[config.mk]
export PLATFORM = sky130hd
export DESIGN_NAME = sap_seg_cell
export DESIGN_NICKNAME = d
export VERILOG_FILES = /design/src/sap_pkg.sv /design/src/sap_seg_cell.sv
export SDC_FILE = /design/constraint.sdc
export NUM_CORES = 1
export LEC_CHECK = 0
export ABC_CLOCK_PERIOD_IN_PS = 13890
export CORE_MARGIN = 8
export CORE_UTILIZATION = 55
export CTS_CLUSTER_DIAMETER = 50
export DETAILED_ROUTE_END_ITERATION = 10
export DONT_BUFFER_PORTS = 1
export PLACE_DENSITY_LB_ADDON = 0.15
export SETUP_SLACK_MARGIN = 0.1
export SLEW_MARGIN = 5
export SYNTH_ARGS = -nofsm -noshare
export SYNTH_HDL_FRONTEND = slang
export SYNTH_SLANG_ARGS = --single-unit
[constraint.sdc]
create_clock -name clk -period 13.89 [get_ports clk]
set_input_delay 2.0835 -clock clk [delete_from_list [all_inputs] [get_ports clk]]
set_output_delay 2.0835 -clock clk [all_outputs]
set_load 0.005 [all_outputs]
[src/sap_pkg.sv]
package sap_pkg;

  localparam int MAX_SEG  = 32;
  localparam int MAX_HOLE = 32;
  localparam int ADDR_W   = 20;
  localparam int SIZE_W   = 20;
  // hole sizes can grow through merges, keep headroom
  localparam int HSZ_W    = 26;
  localparam int TOT_W    = 32;
  localparam int IDX_W    = $clog2(MAX_SEG);
  localparam int CNT_W    = $clog2(MAX_SEG + 1);

  localparam logic [SIZE_W-1:0] RST_MEM = SIZE_W'(4096);
  localparam logic [SIZE_W-1:0] RST_SHR = SIZE_W'(128);

  localparam logic [1:0] OP_CREATE  = 2'd0;
  localparam logic [1:0] OP_DELETE  = 2'd1;
  localparam logic [1:0] OP_COMPACT = 2'd2;

  localparam logic [1:0] POL_FIRST = 2'd0;
  localparam logic [1:0] POL_BEST  = 2'd1;
  localparam logic [1:0] POL_WORST = 2'd2;

  localparam logic [1:0] CFG_POL = 2'd0;
  localparam logic [1:0] CFG_MEM = 2'd1;
  localparam logic [1:0] CFG_SHR = 2'd2;

  localparam logic [2:0] ST_CREATED   = 3'd0;
  localparam logic [2:0] ST_DELETED   = 3'd1;
  localparam logic [2:0] ST_CNEED     = 3'd2;
  localparam logic [2:0] ST_OOM       = 3'd3;
  localparam logic [2:0] ST_NOTFOUND  = 3'd4;
  localparam logic [2:0] ST_COMPACTED = 3'd5;
  localparam logic [2:0] ST_FULL      = 3'd6;

  typedef struct packed {
    logic [1:0]        opcode;
    logic [3:0]        segment_id;
    logic [7:0]        process_id;
    logic [SIZE_W-1:0] request_size;
  } sap_req_t;

  typedef struct packed {
    logic [2:0]        status;
    logic [7:0]        out_process_id;
    logic [3:0]        out_segment_id;
    logic [ADDR_W-1:0] base_address;
    logic [SIZE_W-1:0] segment_size;
    logic              last;
  } sap_rsp_t;

  typedef struct packed {
    logic [7:0]        pid;
    logic [3:0]        id;
    logic [ADDR_W-1:0] base;
    logic [SIZE_W-1:0] size;
  } sap_seg_t;

  typedef struct packed {
    logic [ADDR_W-1:0] base;
    logic [HSZ_W-1:0]  size;
  } sap_hole_t;

  typedef enum logic [2:0] {
    CELL_HOLD,
    CELL_WRITE,
    CELL_REMOVE,
    CELL_INSERT,
    CELL_MERGE,
    CELL_SORT
  } sap_cell_op_t;

  typedef struct packed {
    sap_cell_op_t     op;
    logic [IDX_W-1:0] pos;
    logic [CNT_W-1:0] cnt;
    logic             phase;
    sap_seg_t         data;
  } sap_seg_cmd_t;

  typedef struct packed {
    sap_cell_op_t     op;
    logic [IDX_W-1:0] pos;
    sap_hole_t        data;
  } sap_hole_cmd_t;

endpackage

[src/sap_seg_cell.sv]
module sap_seg_cell import sap_pkg::*; (
  input  logic             clk,
  input  logic [IDX_W-1:0] idx,
  input  sap_seg_cmd_t     cmd,
  input  sap_seg_t         left,
  input  sap_seg_t         right,
  output sap_seg_t         q
);

  sap_seg_t         q_next;
  logic [CNT_W-1:0] idx_ext;

  assign idx_ext = CNT_W'(idx);

  always_comb begin
    q_next = q;
    case (cmd.op)
      CELL_WRITE: begin
        if (idx == cmd.pos) q_next = cmd.data;
      end
      CELL_REMOVE: begin
        if (idx >= cmd.pos) q_next = right;
      end
      CELL_INSERT: begin
        if (idx > cmd.pos) q_next = left;
        else if (idx == cmd.pos) q_next = cmd.data;
      end
      CELL_SORT: begin
        // odd-even transposition: strict compare keeps equal bases in order
        if (idx[0] == cmd.phase) begin
          if ((idx_ext + CNT_W'(1) < cmd.cnt) && (q.base > right.base)) q_next = right;
        end else begin
          if ((idx_ext != '0) && (idx_ext < cmd.cnt) && (left.base > q.base)) q_next = left;
        end
      end
      default: q_next = q;
    endcase
  end

  always_ff @(posedge clk) begin
    q <= q_next;
  end

endmodule

==> summary.txt, run 1 <==
Relative slew margins = 25.6%
Clk pwr share = 17.7%
Total Neg Setup Slack = 0 ns
Switching Share = 35.1%
Chip Width = 114 µm
Number of CTS-inserted buffers = 5
Min-Delay Path Class = reg -> reg
Remaining routing DRC violations = 0
Total GRT Usage = 22.2%
GP Congestion = 0.818
Finished Layout Cells = 617
Hold violation count in the final report = 0
Post-CTS sizing = 0
Ratio of cells with drive above 1 in the final layout = 13.5%
Synth Warn # = 0
Comb pwr share = 35.1%
Final design utilization = 58.1%
Setup violators final = 0
Share of flip-flops with an asynchronous set or reset = 0%
Crit path launch type = primary input
Crit path largest cell delay = 0.75 ns
PwrDens = 95.2 nW/µm²
Overflow left after global routing = 0
Distinct cells, synth = 47
Drt total wl = 15100 µm
Highest Clock Rate = 0.195 GHz
Fin crit share = 37.0%
Hold depth = 2
# rows = 35
Max Cap Violations = 0
Synth Register Bits = 52
Via count = 4167
Global-route wire length before repair = 23100 µm
Port bufs = 0
Peak supply drop = 0.0467 mV
Reg2reg path depth = 7
Later-pin clock latency in the skew report = 0.32 ns
Max Root-Sink Buffers = 2
WP data arrival = 5.28 ns
Internal cell power = 333 µW
Post-CTS setup buffer count = 0
Biggest register = q
Antenna cells = 0
Actual slew at the worst max-slew pin = 1.12 ns
Largest net degree at the start of global routing = 58
Effective utilization at floorplan = 56.8%
Post-DP HPWL = 11300 µm
Die area = 13000 µm²
Synthesized instance count = 510
Sequential area share after synthesis = 29.6%
Area delta synth->final = 2.33%
Switch Pwr = 180 µW
Post-synth top flop = edfxtp_1
IO Pins = 229
Largest register FFs = 52
Pre-CTS worst setup slack = 8.36 ns
Crit. path cell count = 8
Sink Count = 52
Kind of critical path = in -> reg
Synth Net Count = 743
WP buf/inv = 2
Fin nets = 720
Worst-path maximum fanout = 54
Critical Path Sink Type = register
H-Tree Depth = 2
Seq pwr share = 47.2%
Root Driver = clkbuf_8
Synthesized cell area = 5270 µm²
Placed insts = 609
CTS tree = built
Post-route ant nets = 0
Drt wl/cell = 24.6 µm
Vias in the first global route = 4442
Min Tclk post-route = 5.13 ns
CTS Hold Bufs = 0
RSZ-0062 raised after global routing = no
DRT Pass-1 Iters = 4
Syn Area/Cell = 10.3 µm²
Outcome = completed
Biggest regs = q (52)
Max-slew violations = 0
Critical-path cell with the highest stage delay = buf_4
Crit-path cells = inv_1, ha_1, nand3_1, or2_4, o2111ai_4, buf_4, nand2b_4, o221ai_2
Clock Skew = 0.0146 ns
Core area = 9280 µm²
Vias per cell = 6.75
Chip height = 114 µm
Worst Path Required = 14.03 ns
CP delay by family, top = simple AND/OR/NAND/NOR gates
Post-synth EDFFs = 52
Antenna violations before repair = 0
CTS clock-pin slew for the worst setup and hold paths = 0.10 ns
Fin worst setup slack = 8.76 ns
Total power = 513 µW
Leak = 2.39 nW
Initial drt markers = 266
## synth_stat cells (4+ instances only)
master     count  area (µm²)
a21oi_1       21         105
a2bb2oi_1     52         455
a21o_1        11        82.6
nand4_1        9        56.3
inv_1         53         199
o211ai_1       4        30.0
nor2_1         7        26.3
ha_1          56         701
buf_6          7        78.8
o221ai_2      50         751
clkbuf_1      15        56.3
mux2i_1       51         510
edfxtp_1      52        1560
nand2_1       59         221
nand3_1        9        45.0
buf_2         11        55.1
o21ai_0        4        20.0
## final cells by class
class	instances	area [µm²]
repair buffers	3	22.5
inverters	54	203
flip-flops and latches	52	1560
multi-input cells	371	3350
well taps	129	161
clock buffers	6	72.6
clock inverters	2	16.3
fillers	863	3890
## routing by layer
layer / routed length (µm) / GRT usage, % / vias up
met2: 7570 / 38.5 / 198
met3: 1830 / 9.46 / 17
met5: 0 / 0 / -
met4: 237 / 5.68 / 0
met1: 5510 / 24.5 / 1997
li1: - / - / 1955
## per-stage QoR
stage / cell area, µm² / hold WS (ns)
finish: 5390 / 0.726
global placement: 5300 / 0.699
global route: 5390 / 0.754
detailed placement: 5300 / 0.707
CTS: 5390 / 0.731
floorplan: 5270 / 0.670
## final timing paths
path            from    end  slack, ns
min reg2reg     q[0]   q[0]       0.73
max          cmd[62]  q[37]       8.76
max reg2reg    q[37]   q[2]      10.13
min             q[0]   q[0]       0.73
## worst register-to-register path: stages (launching register included)
cell	delay, ns
edfxtp_1	0.51
ha_1	0.35
nand4_1	0.17
nor4_1	0.55
a21boi_1	0.24
nor4bb_1	0.11
o32ai_4	0.95
buf_4	0.53
## power groups by stage
stage | combinational (mW) | sequential, mW | clock (mW)
after floorplan | 0.152 | 0.238 | 0
final | 0.180 | 0.242 | 0.0910
after global routing | 0.203 | 0.246 | 0.0967
after detailed placement | 0.181 | 0.246 | 0
after CTS | 0.181 | 0.243 | 0.0928
after global placement | 0.174 | 0.246 | 0
## layout by cell type, fill, tap and decap left out, types with 3 or more instances in the layout
master / synthesis / routed
a21o_1: 11 / 11
a21oi_1: 21 / 21
mux2i_1: 51 / 51
nor2_1: 7 / 7
o211ai_1: 4 / 4
nand2_1: 59 / 59
o21ai_0: 4 / 4
nor2b_1: 3 / 3
nand4_1: 9 / 9
nor3_1: 3 / 3
ha_1: 56 / 56
nand3_1: 9 / 9
buf_4: 0 / 3
inv_1: 53 / 53
clkbuf_8: 0 / 5
o221ai_2: 50 / 50
a2bb2oi_1: 52 / 52
edfxtp_1: 52 / 52
## cell families (layout without fill, tap and decap cells)
| group | after synthesis | in the layout | synth area share (%) |
|---|---|---|---|
| AO/OA/AOI/OAI | 158 | 158 | 30.2 |
| flip-flops | 52 | 52 | 29.6 |
| multiplexers | 51 | 51 | 9.69 |
| buffers and inverters | 87 | 65 | 7.46 |
| adder cells (fa/ha/maj) | 56 | 56 | 13.3 |
| AND/OR/NAND/NOR | 102 | 102 | 9.07 |
| XOR/XNOR | 4 | 4 | 0.665 |
(Power assumes the default switching activity.)
==> run 2: changes to the inputs <==
--- a/config.mk
+++ b/config.mk
@@ -5,7 +5,7 @@
 export SDC_FILE = /design/constraint.sdc
 export NUM_CORES = 1
 export LEC_CHECK = 0
-export ABC_CLOCK_PERIOD_IN_PS = 13890
+export ABC_CLOCK_PERIOD_IN_PS = 4600
 export CORE_MARGIN = 8
 export CORE_UTILIZATION = 55
 export CTS_CLUSTER_DIAMETER = 50
==> constraint.sdc (replaced) <==
create_clock -name clk -period 4.6 [get_ports clk]
set_input_delay 0.69 -clock clk [delete_from_list [all_inputs] [get_ports clk]]
set_output_delay 0.69 -clock clk [all_outputs]
set_load 0.005 [all_outputs]
==> run 2 against run 1 <==
Against the previous run:
- combinational power rose to 3.1 times the previous value
- clock-buffer cell count unchanged
- sequential share of layout area shrank 0.15 points
- global-route usage grew 0.19 points
- critical path depth decreased by 1
- first-iteration DRC count up 9.4%
- critical endpoint is now q[28]
- highest routed layer unchanged
==> summary.txt, run 2 (synthesis results as in run 1) <==
Outcome = completed (unchanged)
Global-route wire length before repair = 23400 µm (was 23100 µm)
Chip Width = 114 µm (unchanged)
Die area = 13000 µm² (unchanged)
Post-CTS sizing = 0 (unchanged)
Post-CTS setup buffer count = 0 (unchanged)
Hold violation count in the final report = 0 (unchanged)
Via count = 4181 (was 4167)
Port bufs = 0 (unchanged)
Initial drt markers = 291 (was 266)
Chip height = 114 µm (unchanged)
Worst Min Path Start = right[6] (was q[0])
Switch Pwr = 539 µW (was 180 µW)
CTS tree = built (unchanged)
Setup violators final = 0 (unchanged)
Vias per cell = 6.75 (about the same)
Crit path launch type = register (was primary input)
Effective utilization at floorplan = 56.8% (unchanged)
Drt total wl = 15000 µm (was 15100 µm)
Core area = 9280 µm² (unchanged)
Sink Count = 52 (unchanged)
Drt wl/cell = 24.2 µm (was 24.6 µm)
Worst Setup SP = q[38] (was cmd[62])
Clk pwr share = 17.1% (was 17.7%)
Commonest non-fill, non-tap cell in the layout = nand2_1 (unchanged)
Worst r2r src = q[38] (was q[37])
Relative slew margins = 33.7% (was 25.6%)
Internal cell power = 1.01 mW (was 333 µW)
Largest net degree at the start of global routing = 58 (unchanged)
Total GRT Usage = 22.4% (was 22.2%)
IO Pins = 229 (unchanged)
Critical Path Sink Type = register (unchanged)
Actual slew at the worst max-slew pin = 0.994 ns (was 1.12 ns)
Fin worst setup slack = 1.44 ns (was 8.76 ns)
DRT Pass-1 Iters = 4 (unchanged)
Worst-path maximum fanout = 42 (was 54)
Max Root-Sink Buffers = 2 (unchanged)
Largest register FFs = 52 (unchanged)
CTS clock-pin slew for the worst setup and hold paths = 0.10 ns (about the same)
Comb pwr share = 35.7% (was 35.1%)
Max Cap Violations = 0 (unchanged)
RSZ-0062 raised after global routing = no (unchanged)
Switching Share = 34.8% (was 35.1%)
Seq pwr share = 47.2% (about the same)
Reg2reg setup slack = 1.44 ns (was 10.13 ns)
Reg2reg path depth = 7 (unchanged)
Peak supply drop = 0.139 mV (was 0.0467 mV)
Root Driver = clkbuf_8 (unchanged)
Dpl cell area = 5330 µm² (was 5300 µm²)
Kind of critical path = reg -> reg (was in -> reg)
Post-DP HPWL = 11400 µm (was 11300 µm)
PwrDens = 286 nW/µm² (was 95.2 nW/µm²)
Final Instance Area = 5420 µm² (was 5390 µm²)
Biggest regs = q (52) (unchanged)
CTS Hold Bufs = 0 (unchanged)
Fin nets = 722 (was 720)
Clock Skew = 0.0129 ns (was 0.0146 ns)
Highest Clock Rate = 0.316 GHz
H-Tree Depth = 2 (unchanged)
Min-Delay Path Class = in -> reg (was reg -> reg)
Antenna cells = 0 (unchanged)
Post-route ant nets = 0 (unchanged)
Overflow left after global routing = 0 (unchanged)
Vias in the first global route = 4459 (was 4442)
Commonest non-fill, non-tap cells in the layout = 59 x nand2_1, 56 x ha_1, 53 x inv_1 (unchanged)
Pre-CTS worst setup slack = 1.17 ns (was 8.36 ns)
Area delta synth->final = 2.85% (was 2.33%)
Worst hold endpoint = q[6] (was q[0])
GP Congestion = 0.831 (was 0.818)
Max-slew violations = 0 (unchanged)
WP data arrival = 3.15 ns (was 5.28 ns)
Number of CTS-inserted buffers = 5 (unchanged)
Total Neg Setup Slack = 0 ns (unchanged)
Later-pin clock latency in the skew report = 0.31 ns (was 0.32 ns)
WHS = 0.582 ns (was 0.726 ns)
Remaining routing DRC violations = 0 (unchanged)
Min Tclk post-route = 3.16 ns
# rows = 35 (unchanged)
Leak = 2.41 nW (was 2.39 nW)
Fin crit share = 68.7%
Antenna violations before repair = 0 (unchanged)
Ratio of cells with drive above 1 in the final layout = 13.9% (was 13.5%)
R2R Path End = q[28] (was q[2])
Worst Path Required = 4.59 ns (was 14.03 ns)
Biggest register = q (unchanged)
Hold depth = 2 (unchanged)
Final design utilization = 58.4% (was 58.1%)
## run 2: cell count changes in the layout (fill, tap and decap cells not counted)
cell / change
buf_12: +1
buf_4: +1
## run 2: metrics by stage
stage / total power [mW] / std cells
3_5_place_dp: 1.30 / 611
3_3_place_gp: 1.28 / 611
4_1_cts: 1.56 / 619
2_1_floorplan: 1.18 / 510
5_1_grt: 1.65 / 619
6_report: 1.55 / 619
## run 2: critical path, cell delays in order (launching register included)
cell	delay (ns)
edfxtp_1	0.50
ha_1	0.34
nand4_1	0.16
nor4_1	0.56
a21boi_1	0.23
nor4bb_1	0.09
o32ai_4	0.59
buf_12	0.32
## run 2: worst max path at each step
stage | to | cells past startpoint
6_report | q[28] | 7
5_1_grt | q[28] | 7
4_1_cts | q[8] | 7
3_5_place_dp | q[31] | 8
3_3_place_gp | q[31] | 8
2_1_floorplan | q[0] | 9
## run 2: routing by layer
metal  global-route usage, %  up-vias  share of wire (%)
li1                        -     1955                  -
met1                    25.9     2007                 39
met2                    38.0      195                 48
met3                    7.92       24                 11
met4                    6.57        0                2.0
met5                       0        -                  0
## run 2: cell type report
type	instances	area (µm²)
Timing Repair Buffer	5	50.0
Fill cell	828	3860
Tap cell	129	161
Sequential cell	52	1560
Inverter	54	203
Multi-Input combinational cell	371	3350
Clock buffer	6	72.6
Clock inverter	2	16.3
## run 2: power groups by stage
stage,combinational [mW],clock (mW),sequential (mW)
5_1_grt,0.621,0.287,0.744
3_5_place_dp,0.556,0,0.744
6_report,0.552,0.265,0.732
3_3_place_gp,0.537,0,0.743
2_1_floorplan,0.465,0,0.711
4_1_cts,0.557,0.273,0.734
