## config.mk

```make
export PLATFORM = sky130hd
export DESIGN_NAME = sap_hole_cell
export DESIGN_NICKNAME = d
export VERILOG_FILES = /design/src/sap_pkg.sv /design/src/sap_hole_cell.sv
export SDC_FILE = /design/constraint.sdc
export NUM_CORES = 1
export LEC_CHECK = 0
export BUFFER_PORTS_ARGS = -buffer_cell sky130_fd_sc_hd__buf_2
export CORE_UTILIZATION = 45
export CTS_CLUSTER_DIAMETER = 50
export CTS_CLUSTER_SIZE = 40
export DETAILED_ROUTE_END_ITERATION = 8
export PLACE_DENSITY = 0.79
export SYNTH_ARGS = -nofsm -noshare
export SYNTH_HDL_FRONTEND = slang
export SYNTH_SLANG_ARGS = --single-unit
```

## constraint.sdc

```tcl
create_clock -name clk -period 12.7 [get_ports clk]
set_clock_uncertainty 0.05 [all_clocks]
set_input_delay 2.54 -clock clk [delete_from_list [all_inputs] [get_ports clk]]
set_output_delay 2.54 -clock clk [all_outputs]
set_load 0.02 [all_outputs]
```

## src/sap_pkg.sv

```systemverilog
package sap_pkg;

  localparam int MAX_SEG  = 32;
  localparam int MAX_HOLE = 32;
  localparam int ADDR_W   = 20;
  localparam int SIZE_W   = 20;
  // hole sizes can grow through merges, keep headroom
  localparam int HSZ_W    = 26;
  localparam int TOT_W    = 32;
  localparam int IDX_W    = $clog2(MAX_SEG);
  localparam int CNT_W    = $clog2(MAX_SEG + 1);

  localparam logic [SIZE_W-1:0] RST_MEM = SIZE_W'(4096);
  localparam logic [SIZE_W-1:0] RST_SHR = SIZE_W'(128);

  localparam logic [1:0] OP_CREATE  = 2'd0;
  localparam logic [1:0] OP_DELETE  = 2'd1;
  localparam logic [1:0] OP_COMPACT = 2'd2;

  localparam logic [1:0] POL_FIRST = 2'd0;
  localparam logic [1:0] POL_BEST  = 2'd1;
  localparam logic [1:0] POL_WORST = 2'd2;

  localparam logic [1:0] CFG_POL = 2'd0;
  localparam logic [1:0] CFG_MEM = 2'd1;
  localparam logic [1:0] CFG_SHR = 2'd2;

  localparam logic [2:0] ST_CREATED   = 3'd0;
  localparam logic [2:0] ST_DELETED   = 3'd1;
  localparam logic [2:0] ST_CNEED     = 3'd2;
  localparam logic [2:0] ST_OOM       = 3'd3;
  localparam logic [2:0] ST_NOTFOUND  = 3'd4;
  localparam logic [2:0] ST_COMPACTED = 3'd5;
  localparam logic [2:0] ST_FULL      = 3'd6;

  typedef struct packed {
    logic [1:0]        opcode;
    logic [3:0]        segment_id;
    logic [7:0]        process_id;
    logic [SIZE_W-1:0] request_size;
  } sap_req_t;

  typedef struct packed {
    logic [2:0]        status;
    logic [7:0]        out_process_id;
    logic [3:0]        out_segment_id;
    logic [ADDR_W-1:0] base_address;
    logic [SIZE_W-1:0] segment_size;
    logic              last;
  } sap_rsp_t;

  typedef struct packed {
    logic [7:0]        pid;
    logic [3:0]        id;
    logic [ADDR_W-1:0] base;
    logic [SIZE_W-1:0] size;
  } sap_seg_t;

  typedef struct packed {
    logic [ADDR_W-1:0] base;
    logic [HSZ_W-1:0]  size;
  } sap_hole_t;

  typedef enum logic [2:0] {
    CELL_HOLD,
    CELL_WRITE,
    CELL_REMOVE,
    CELL_INSERT,
    CELL_MERGE,
    CELL_SORT
  } sap_cell_op_t;

  typedef struct packed {
    sap_cell_op_t     op;
    logic [IDX_W-1:0] pos;
    logic [CNT_W-1:0] cnt;
    logic             phase;
    sap_seg_t         data;
  } sap_seg_cmd_t;

  typedef struct packed {
    sap_cell_op_t     op;
    logic [IDX_W-1:0] pos;
    sap_hole_t        data;
  } sap_hole_cmd_t;

endpackage

```

## src/sap_hole_cell.sv

```systemverilog
module sap_hole_cell import sap_pkg::*; (
  input  logic             clk,
  input  logic [IDX_W-1:0] idx,
  input  sap_hole_cmd_t    cmd,
  input  sap_hole_t        left,
  input  sap_hole_t        right,
  output sap_hole_t        q
);

  sap_hole_t q_next;

  always_comb begin
    q_next = q;
    case (cmd.op)
      CELL_WRITE: begin
        if (idx == cmd.pos) q_next = cmd.data;
      end
      CELL_REMOVE: begin
        if (idx >= cmd.pos) q_next = right;
      end
      CELL_INSERT: begin
        if (idx > cmd.pos) q_next = left;
        else if (idx == cmd.pos) q_next = cmd.data;
      end
      CELL_MERGE: begin
        // pos-1 takes the merged hole, pos and up close the gap
        if (idx >= cmd.pos) q_next = right;
        else if ({1'b0, idx} + 1'b1 == {1'b0, cmd.pos}) q_next = cmd.data;
      end
      default: q_next = q;
    endcase
  end

  always_ff @(posedge clk) begin
    q <= q_next;
  end

endmodule

```

==> results.txt, run 1 <==
----------------------------------------------------
[Power and ir drop]
  Share of total power in sequential cells ... 44.2%
  Sw frac ... 35.7%
  Leakage dissipation ... 0.00218 uW
  Logic gate share of total power ... 35.8%
  Peak VDD IR ... 0.0000499 V
  Switching power ... 163 uW
  Total Power Consumption ... 456 uW
  Internal power consumption ... 293 uW
  Total power divided by cell area ... 91.7 nW/um2
  Clk pwr share ... 20.0%

[Yosys]
  Mux cell area share after synthesis ... 11.7%
  Synth area leader ... sky130_fd_sc_hd__edfxtp_1
  Cell count after synthesis ... 414
  Netlist Area Pre-Place ... 3930 um2
  Count of flip-flops with a built-in enable after synthesis ... 46
  Sequential element share of the synthesized area ... 35.2%
  Dominant combinational cell family by area after synthesis ... compound AO/OA/AOI/OAI gates
  Most common library cells after synthesis ... sky130_fd_sc_hd__inv_1 (99), sky130_fd_sc_hd__a211oi_1 (46), sky130_fd_sc_hd__a31oi_1 (46), sky130_fd_sc_hd__edfxtp_1 (46), sky130_fd_sc_hd__mux2i_1 (46)
  Share of Yosys cell area claimed by the top area cell type ... 35.2%
  Synth Flop Type ... sky130_fd_sc_hd__edfxtp_1
  Yosys cell types ... 39
  Synth area leaders ... sky130_fd_sc_hd__edfxtp_1 (35%), sky130_fd_sc_hd__mux2i_1 (12%), sky130_fd_sc_hd__inv_1 (9.5%), sky130_fd_sc_hd__a211oi_1 (8.8%), sky130_fd_sc_hd__o221ai_1 (8.0%)
  Async S/R FF share, synth ... 0%
  Count leader, synth ... sky130_fd_sc_hd__inv_1
  Mean area per synthesized cell ... 9.49 um2
  Simple-Gate Fraction of Synth Area ... 3.47%
  XOR/XNOR Fraction of Synth Area ... 0.892%
  Yosys Warn Count ... 0
  Fraction of the mapped netlist area in adder cells ... 1.91%
  Synthesized Nets ... 572
  Number of synthesized register bits ... 46
  Compound-cell area share of the yosys netlist ... 31.5%

[GRT]
  Overflow left after global routing ... 0
  Vias in the first global route ... 3811
  First-pass GRT wire length ... 17800 um
  Overall global routing resource usage ... 25.0%
  Maximum number of pins on one net before global-route repair ... 49
  Initial antenna violation count ... 0

[Setup path]
  Series of cell instances along the critical path ... buf_2 -> inv_1 -> ha_1 -> nand3_2 -> o21bai_4 -> and2_4 -> o32ai_4 -> buf_4 -> o221ai_1
  Slowest stage cell, crit path ... sky130_fd_sc_hd__o32ai_4
  CP startpoint kind ... input port
  Critical Path RT ... 12.65 ns
  Endpoint class of the critical path ... flop
  Slowest stage delay, CP ... 0.93 ns
  Buffering stage count on the worst path with inverters included ... 3
  WP data arrival ... 5.89 ns
  Dominant delay contributor by cell family on the critical path ... compound AO/OA/AOI/OAI gates
  Worst-path fanout max ... 47
  Critical Setup Path Class ... in -> reg

[Finish]
  Most flops, register ... q
  Total inserted antenna cells ... 0
  Post-route cell area ... 4980 um2
  Flip-flop count of the largest register, all copies and words added ... 46
  P&R area growth vs syn ... 26.7%
  Net count of the finished layout ... 743
  Count of fill cells added during filler insertion ... 754
  Largest registers ... q: 46 flops
  Fraction of layout instances using a drive strength above 1 ... 38.9%

[Placed design]
  Post-detail-place hpwl ... 8250 um
  Final weighted congestion in routability-driven placement ... 0.863
  Cell area reported after detailed placement ... 4890 um2
  Number of buffers inserted by port buffering ... 197

[Clock network]
  Total clock buffers created by CTS ... 5
  Clock Path Buffers ... 2
  Clock edge transition at the registers on the reported setup and hold paths ... 0.09 ns
  CTS root buffer ... sky130_fd_sc_hd__clkbuf_8
  Post-CTS setup-driven buffer insertion count ... 0
  Clock tree from TritonCTS ... built
  H-Tree Depth ... 2
  Clock latency on the worst-skew pair ... 0.29 ns
  Cts repair resizes ... 0
  Post-CTS Hold Fix Bufs ... 0
  Number of clock sinks seen by CTS ... 46

[Route]
  Vias per std cell ... 5.89
  Count of routing violations after the opening detailed-route iteration ... 164
  Vias ... 4068
  First drt pass iteration count ... 4
  Final antenna-violating net count ... 0
  Total routed wirelength ... 12000 um
  Residual DRC count ... 0
  Routed wire length per instance ... 17.4 um

[Timing]
  Tmin final ... 5.94 ns
  Transition at the pin with the smallest max-transition slack ... 1.26 ns
  Summed negative setup slack over all endpoints ... 0 ns
  Final hold vios ... 0
  Fmax ... 168 MHz
  # setup viols final ... 0
  RSZ-0062 raised after global routing ... false
  Tcrit/Tclk final ... 46.8%
  Max-slew headroom ... 15.7%
  Max-slew violation count ... 0
  Hold slack ... 0.611 ns

[Die]
  Starting Density ... 47.1%
  Horizontal die dimension ... 95.4 um
  # rows ... 33
  Placeable Area ... 8340 um2
  Number of top-level pins ... 198
  Floorplan die area ... 9110 um2
  Floorplan die height ... 95.4 um

[Run status]
  Result of the run ... finished, final reports clean

[Run]
  Max-cap check violation count ... 0

[Worst hold path]
  Path category of the worst min-delay check ... reg -> reg

----------------------------------------------------
[cell families after synthesis]
kind of cell	Yosys count
AO/OA/AOI/OAI	153
buffers and inverters	136
multiplexers	46
flip-flops	46
AND/OR/NAND/NOR	23
adder cells (fa/ha/maj)	6
XOR/XNOR	4
[power groups by stage]
stage	logic (uW)	clock network, uW	registers, uW
after floorplan	83.7	0	225
after global placement	157	0	204
after CTS	163	93.9	202
after detailed placement	163	0	204
final	164	91.0	202
after global routing	177	99.5	203
[cells in the final DEF (no fill, tap or decap), types with 2 or more instances in the layout]
cell type,synthesis,final
sky130_fd_sc_hd__buf_2,4,197
sky130_fd_sc_hd__inv_1,99,99
sky130_fd_sc_hd__mux2i_1,46,46
sky130_fd_sc_hd__a211oi_1,46,46
sky130_fd_sc_hd__a31oi_1,46,46
sky130_fd_sc_hd__edfxtp_1,46,46
sky130_fd_sc_hd__o221ai_1,36,36
sky130_fd_sc_hd__o221ai_2,10,10
sky130_fd_sc_hd__ha_1,6,6
sky130_fd_sc_hd__clkbuf_8,0,5
sky130_fd_sc_hd__buf_4,4,4
sky130_fd_sc_hd__a21oi_1,3,3
sky130_fd_sc_hd__nor3_1,3,3
sky130_fd_sc_hd__nor2_1,4,3
sky130_fd_sc_hd__nand2_1,3,3
sky130_fd_sc_hd__and2_1,2,2
sky130_fd_sc_hd__o21a_1,2,2
sky130_fd_sc_hd__nor2_4,0,2
sky130_fd_sc_hd__nor2b_1,2,2
sky130_fd_sc_hd__xnor2_1,2,2
sky130_fd_sc_hd__o21ai_0,2,2
sky130_fd_sc_hd__xor2_1,2,2
sky130_fd_sc_hd__o211ai_1,2,2
[worst register-to-register path, cell delays in order (launching register included)]
cell                       delay (ns)
sky130_fd_sc_hd__edfxtp_1        0.44
sky130_fd_sc_hd__mux2i_1         0.15
sky130_fd_sc_hd__o221ai_1        0.14
[final cells by class]
| cell class | count | area [um2] | area share [%] |
|---|---|---|---|
| clock inverters | 3 | 16.3 | 0.327 |
| flip-flops and latches | 46 | 1380 | 27.7 |
| multi-input cells | 232 | 1990 | 40.0 |
| repair buffers | 201 | 1020 | 20.4 |
| clock buffers | 5 | 68.8 | 1.38 |
| inverters | 99 | 372 | 7.46 |
| well taps | 105 | 131 | 2.64 |
[metrics by stage]
step	std cells	setup slack [ns]	util (%)
after global routing	691	6.53	59.7
final	691	6.76	59.7
after CTS	691	6.75	59.7
after detailed placement	683	6.43	58.7
after floorplan	414	6.35	-
after global placement	683	6.59	58.7
[routing by layer]
metal,track usage [%],wire length [um],up-vias
met5,0,0,-
met4,7.71,191,0
met3,5.42,1150,21
met2,43.0,5860,249
met1,31.2,4820,1878
li1,-,-,1920
[worst paths after layout]
check                from  endpoint  slack (ns)  cells after the start
hold reg to reg     q[38]     q[38]        0.61                      2
setup reg to reg    q[14]     q[14]       11.63                      2
hold / removal      q[38]     q[38]        0.61                      2
setup / recovery  cmd[49]     q[28]        6.76                      9
(Power assumes the default switching activity.)
==> run 2, diff against run 1 <==
==> constraint.sdc (replaced) <==
create_clock -name clk -period 5.9 [get_ports clk]
set_clock_uncertainty 0.05 [all_clocks]
set_input_delay 1.18 -clock clk [delete_from_list [all_inputs] [get_ports clk]]
set_output_delay 1.18 -clock clk [all_outputs]
set_load 0.02 [all_outputs]
==> run 2 against run 1 <==
Compared with the run above:
- combinational power increased by 110%
- cell area is 0.65% higher
- sequential power increased by 120%
- worst hold slack better by 0.0025 ns
- utilization is 0.39 points higher
- worst setup slack got worse by 4.9 ns
- clock power increased to 2.7 times the previous value
- first-iteration DRC count increased by 24%
- critical path type unchanged
==> results.txt, run 2 (same netlist as run 1, synthesis figures left out) <==
----------------------------------------------------
[Finish]
  Most common cell after layout, fill and taps aside ... sky130_fd_sc_hd__buf_2
  Net count of the finished layout ... 744 (+0.13%)
  Total inserted antenna cells ... 0 (unchanged)
  Commonest cells after routing, fill and taps aside ... sky130_fd_sc_hd__buf_2 (197), sky130_fd_sc_hd__inv_1 (99)
  Flip-flop count of the largest register, all copies and words added ... 46 (unchanged)
  Final cell utilization of the core ... 60.1% (+0.39 points)
  Largest registers ... q: 46 flops
  Most flops, register ... q
  Fraction of layout instances using a drive strength above 1 ... 39.0% (+0.10 points)
  P&R area growth vs syn ... 27.5%

[GRT]
  Vias in the first global route ... 3878 (+1.8%)
  Initial antenna violation count ... 0 (unchanged)
  Maximum number of pins on one net before global-route repair ... 49 (unchanged)
  Overall global routing resource usage ... 24.8% (-0.19 points)
  Overflow left after global routing ... 0 (unchanged)
  First-pass GRT wire length ... 17700 um (-0.70%)

[Clock network]
  Post-CTS setup-driven buffer insertion count ... 0 (unchanged)
  Post-CTS Hold Fix Bufs ... 0 (unchanged)
  Clock Path Buffers ... 2 (unchanged)
  H-Tree Depth ... 2 (unchanged)
  Clock latency on the worst-skew pair ... 0.30 ns (about the same)
  CTS root buffer ... sky130_fd_sc_hd__clkbuf_8
  Number of clock sinks seen by CTS ... 46 (unchanged)
  Total clock buffers created by CTS ... 5 (unchanged)
  Clock edge transition at the registers on the reported setup and hold paths ... 0.10 ns (about the same)
  Cts repair resizes ... 0 (unchanged)
  Clock tree from TritonCTS ... built

[Die]
  Horizontal die dimension ... 95.4 um (unchanged)
  Placeable Area ... 8340 um2 (unchanged)
  # rows ... 33 (unchanged)
  Floorplan die area ... 9110 um2 (unchanged)
  Number of top-level pins ... 198 (unchanged)
  Starting Density ... 47.1% (unchanged)
  Floorplan die height ... 95.4 um (unchanged)

[Setup path]
  Slowest stage cell, crit path ... sky130_fd_sc_hd__o21bai_4
  CP startpoint kind ... input port
  Critical Setup Path Class ... in -> reg
  WP data arrival ... 4.11 ns (-1.78 ns)
  Endpoint class of the critical path ... flop
  Series of cell instances along the critical path ... buf_2 -> ha_1 -> nor2b_1 -> o21bai_4 -> and2_4 -> o32ai_4 -> buf_4 -> o221ai_1
  Critical Path RT ... 5.98 ns (-6.67 ns)
  Slowest stage delay, CP ... 0.84 ns (-0.09 ns)
  Worst-path fanout max ... 47 (unchanged)
  Cell depth of the worst flop-to-flop path ... 2 (unchanged)

[Route]
  Vias per std cell ... 5.86 (-0.44%)
  First drt pass iteration count ... 4 (unchanged)
  Total routed wirelength ... 11800 um (-1.6%)
  Count of routing violations after the opening detailed-route iteration ... 204 (+24%)
  Routed wire length per instance ... 17.1 um (-1.7%)
  Final antenna-violating net count ... 0 (unchanged)
  Residual DRC count ... 0 (unchanged)
  Vias ... 4056 (-0.29%)

[Power and ir drop]
  Clk pwr share ... 23.5% (+3.5 points)
  Leakage dissipation ... 0.00220 uW (+0.65%)
  Internal power consumption ... 677 uW (+130%)
  Peak VDD IR ... 0.000134 V (+170%)
  Total power divided by cell area ... 205 nW/um2 (+120%)
  Share of total power in sequential cells ... 42.4% (-1.8 points)
  Sw frac ... 34.2% (-1.5 points)
  Logic gate share of total power ... 34.1% (-1.7 points)
  Switching power ... 351 uW (+120%)

[Timing]
  Tmin final ... 4.04 ns
  Fmax ... 248 MHz
  Final hold vios ... 0 (unchanged)
  Summed negative setup slack over all endpoints ... 0 ns (unchanged)
  Tcrit/Tclk final ... 68.4%
  Transition at the pin with the smallest max-transition slack ... 1.10 ns (-0.163 ns)
  Max-slew headroom ... 26.4% (+11 points)
  # setup viols final ... 0 (unchanged)
  RSZ-0062 raised after global routing ... false
  Max-slew violation count ... 0 (unchanged)

[Worst hold path]
  Count of cells along the worst hold path ... 2 (unchanged)
  Path category of the worst min-delay check ... reg -> reg

[Run]
  Max-cap check violation count ... 0 (unchanged)

[Run status]
  Result of the run ... finished, final reports clean

[Placed design]
  Number of buffers inserted by port buffering ... 197 (unchanged)
  Final weighted congestion in routability-driven placement ... 0.863 (about the same)
  Post-detail-place hpwl ... 8190 um (-0.77%)

----------------------------------------------------
-- run 2: cell type report --
class	count	area, um2
clock buffer	6	72.6
clock inverter	2	37.5
fill	754	3330
inverter	99	372
multi-input combinational	232	1990
sequential	46	1380
tap	105	131
timing repair buffer	202	1020
-- run 2: critical path: cells and delay by family --
family | cells | cell delay (ns)
AO/OA/AOI/OAI | 3 | 1.28
buffers and inverters | 2 | 0.46
adder cells (fa/ha/maj) | 1 | 0.32
AND/OR/NAND/NOR | 2 | 0.83
-- run 2: metal layers --
layer | track usage, % | wire, um | vias up | share of wire, %
li1 | - | - | 1925 | -
met1 | 30.1 | 4760 | 1863 | 40
met2 | 44.3 | 5870 | 250 | 50
met3 | 4.15 | 1010 | 18 | 8.5
met4 | 8.08 | 189 | 0 | 1.6
met5 | 0 | 0 | - | 0
-- run 2: power groups by stage --
stage                     Combinational (uW)  Clock, uW  Sequential [uW]
after floorplan                          180          0              484
after global placement                   339          0              441
after detailed placement                 349          0              441
after CTS                                349        248              436
after global routing                     377        258              439
final                                    351        242              436
-- run 2: worst paths after layout --
check | from | end | slack (ns)
worst min-delay path | q[42] | q[42] | 0.61
worst max register to register | q[27] | q[27] | 4.82
worst max-delay path | idx[1] | q[5] | 1.86
worst min register to register | q[42] | q[42] | 0.61
-- run 2: through the flow --
stage / setup slack [ns] / total power [uW] / hold WS (ns) / std cells / instance area (um2)
6_report: 1.86 / 1030 / 0.613 / 692 / 5010
5_1_grt: 1.72 / 1070 / 0.651 / 692 / 5010
4_1_cts: 1.91 / 1030 / 0.609 / 692 / 5010
3_5_place_dp: 1.55 / 791 / 0.587 / 684 / 4900
3_3_place_gp: 1.66 / 779 / 0.570 / 684 / 4900
2_1_floorplan: 0.906 / 664 / 0.718 / 414 / 3930
==> run 3, diff against run 2 <==
--- a/config.mk
+++ b/config.mk
@@ -6,11 +6,11 @@
 export NUM_CORES = 1
 export LEC_CHECK = 0
 export BUFFER_PORTS_ARGS = -buffer_cell sky130_fd_sc_hd__buf_2
-export CORE_UTILIZATION = 45
+export CORE_UTILIZATION = 42
 export CTS_CLUSTER_DIAMETER = 50
 export CTS_CLUSTER_SIZE = 40
 export DETAILED_ROUTE_END_ITERATION = 8
-export PLACE_DENSITY = 0.79
+export PLACE_DENSITY = 0.78
 export SYNTH_ARGS = -nofsm -noshare
 export SYNTH_HDL_FRONTEND = slang
 export SYNTH_SLANG_ARGS = --single-unit
==> constraint.sdc (replaced) <==
create_clock -name clk -period 3.5 [get_ports clk]
set_clock_uncertainty 0.05 [all_clocks]
set_input_delay 0.7 -clock clk [delete_from_list [all_inputs] [get_ports clk]]
set_output_delay 0.7 -clock clk [all_outputs]
set_load 0.02 [all_outputs]
==> run 3 against run 2 <==
Compared with the run above:
- critical path depth is the same
- flip-flop and latch count is the same
- utilization shrank 2.8 points
- sequential share of layout area shrank 0.45 points
- global-route usage shrank 0.18 points
- die area grew 7.0%
- worst hold slack lost 0.011 ns
- wire length shrank 0.25%
- power grew 69%
- critical endpoint is now q[11]
- highest routed layer unchanged
==> results.txt, run 3 (same netlist as run 1, synthesis figures left out) <==
----------------------------------------------------
[Run status]
  Result of the run ... finished, final reports clean

[Die]
  Horizontal die dimension ... 98.7 um (+3.4%)
  Placeable Area ... 8890 um2 (+6.6%)
  Floorplan die area ... 9740 um2 (+7.0%)
  # rows ... 34 (+3.0%)
  Starting Density ... 44.2% (-2.9 points)
  Floorplan die height ... 98.7 um (+3.4%)
  Number of top-level pins ... 198 (unchanged)

[Placed design]
  Post-detail-place hpwl ... 8440 um (+3.1%)
  Final weighted congestion in routability-driven placement ... 0.858 (-0.64%)
  Number of buffers inserted by port buffering ... 197 (unchanged)

[Setup path]
  Critical Path RT ... 3.45 ns (-2.53 ns)
  Critical Setup Path Class ... in -> reg
  Flop-to-flop setup slack ... 2.43 ns (-2.39 ns)
  CP startpoint kind ... input port
  Endpoint of the most critical register-to-register path ... q[29]
  Slowest stage delay, CP ... 0.87 ns (+0.03 ns)
  Series of cell instances along the critical path ... buf_2 -> inv_1 -> ha_1 -> nand2b_1 -> a21oi_1 -> o21a_1 -> o32a_2 -> o221ai_1
  WP data arrival ... 2.78 ns (-1.33 ns)
  Reg-to-Reg Start ... q[29]
  Slowest stage cell, crit path ... sky130_fd_sc_hd__o32a_2
  Endpoint class of the critical path ... flop
  Cell depth of the worst flop-to-flop path ... 2 (unchanged)
  Worst-path fanout max ... 46 (-2.1%)

[Clock network]
  Number of clock sinks seen by CTS ... 46 (unchanged)
  Cts repair resizes ... 0 (unchanged)
  Clock latency on the worst-skew pair ... 0.29 ns (about the same)
  Clock edge transition at the registers on the reported setup and hold paths ... 0.09 ns (about the same)
  CTS root buffer ... sky130_fd_sc_hd__clkbuf_8
  Post-CTS Hold Fix Bufs ... 0 (unchanged)
  Total clock buffers created by CTS ... 5 (unchanged)
  Clock Path Buffers ... 2 (unchanged)
  Post-CTS setup-driven buffer insertion count ... 0 (unchanged)
  H-Tree Depth ... 2 (unchanged)
  Clock tree from TritonCTS ... built

[Route]
  First drt pass iteration count ... 4 (unchanged)
  Vias per std cell ... 5.77 (-1.5%)
  Count of routing violations after the opening detailed-route iteration ... 242 (+19%)
  Final antenna-violating net count ... 0 (unchanged)
  Vias ... 4054 (-0.049%)
  Routed wire length per instance ... 16.8 um (-1.7%)
  Residual DRC count ... 0 (unchanged)
  Total routed wirelength ... 11800 um (-0.25%)

[Finish]
  Count of fill cells added during filler insertion ... 807 (+7.0%)
  Most flops, register ... q
  Net count of the finished layout ... 751 (+0.94%)
  Fraction of layout instances using a drive strength above 1 ... 40.4% (+1.4 points)
  Largest registers ... q: 46 flops
  Commonest cells after routing, fill and taps aside ... sky130_fd_sc_hd__buf_2 (197), sky130_fd_sc_hd__inv_1 (98)
  P&R area growth vs syn ... 29.6%
  Most common cell after layout, fill and taps aside ... sky130_fd_sc_hd__buf_2
  Flip-flop count of the largest register, all copies and words added ... 46 (unchanged)
  Final cell utilization of the core ... 57.3% (-2.8 points)
  Total inserted antenna cells ... 0 (unchanged)

[Worst hold path]
  Count of cells along the worst hold path ... 2 (unchanged)
  Hold path start ... q[30]
  Path category of the worst min-delay check ... reg -> reg
  Endpoint of the worst hold path ... q[30]

[Timing]
  RSZ-0062 raised after global routing ... false
  Transition at the pin with the smallest max-transition slack ... 1.10 ns (-0.00242 ns)
  Max-slew violation count ... 0 (unchanged)
  Tmin final ... 2.83 ns
  Final hold vios ... 0 (unchanged)
  Tcrit/Tclk final ... 80.8%
  Max-slew headroom ... 26.6% (+0.18 points)
  # setup viols final ... 0 (unchanged)
  Hold slack ... 0.602 ns (-0.0109 ns)
  Fmax ... 353 MHz
  Summed negative setup slack over all endpoints ... 0 ns (unchanged)

[Power and ir drop]
  Peak VDD IR ... 0.000180 V (+34%)
  Leakage dissipation ... 0.00224 uW (+2.0%)
  Total power divided by cell area ... 342 nW/um2 (+67%)

[GRT]
  Vias in the first global route ... 4145 (+6.9%)
  First-pass GRT wire length ... 19400 um (+9.9%)
  Overflow left after global routing ... 0 (unchanged)
  Overall global routing resource usage ... 24.6% (-0.18 points)
  Initial antenna violation count ... 0 (unchanged)
  Maximum number of pins on one net before global-route repair ... 47 (-4.1%)

[Run]
  Max-cap check violation count ... 0 (unchanged)

----------------------------------------------------
[run 3: area by class of cell]
type	instances	area (um2)	area share, %
repair buffers	209	1080	21.1
flip-flops and latches	46	1380	27.1
well taps	108	135	2.65
inverters	99	384	7.54
clock inverters	3	40.0	0.786
clock buffers	5	68.8	1.35
multi-input cells	232	2010	39.4
[run 3: worst max-delay path by stage]
stage,start,end,cells after the start
floorplan,cmd[50],q[0],9
global placement,cmd[49],q[2],9
detailed placement,idx[0],q[11],8
CTS,cmd[49],q[11],9
global route,idx[0],q[8],8
finish,idx[0],q[11],8
[run 3: metal layers]
| metal | GRT usage, % | up-vias | share of wire, % |
|---|---|---|---|
| met4 | 6.20 | 0 | 1.2 |
| li1 | - | 1932 | - |
| met2 | 46.3 | 234 | 50 |
| met5 | 0 | - | 0 |
| met1 | 29.0 | 1873 | 41 |
| met3 | 4.04 | 15 | 7.7 |
[run 3: stage by stage]
step / worst slack [ns] / area (um2) / cells / total power (uW)
after global routing: 0.520 / 5090 / 702 / 1820
after global placement: 0.473 / 4980 / 694 / 1330
after CTS: 0.692 / 5090 / 702 / 1750
final: 0.671 / 5090 / 702 / 1740
after floorplan: -0.868 / 3970 / 414 / 1120
after detailed placement: 0.353 / 4980 / 694 / 1350
[run 3: where the power goes]
part	leakage (uW)	internal, uW	switching (uW)
sequential	0.000444	698	35.3
clock	0.0000579	211	192
combinational	0.00174	240	364
total	0.00224	1150	591
[run 3: worst max-delay path: cells and delay by family]
family | cells | cell delay, ns
fa+ha+maj | 1 | 0.31
simple gates | 1 | 0.16
buf+inv | 2 | 0.14
compound gates | 4 | 1.42
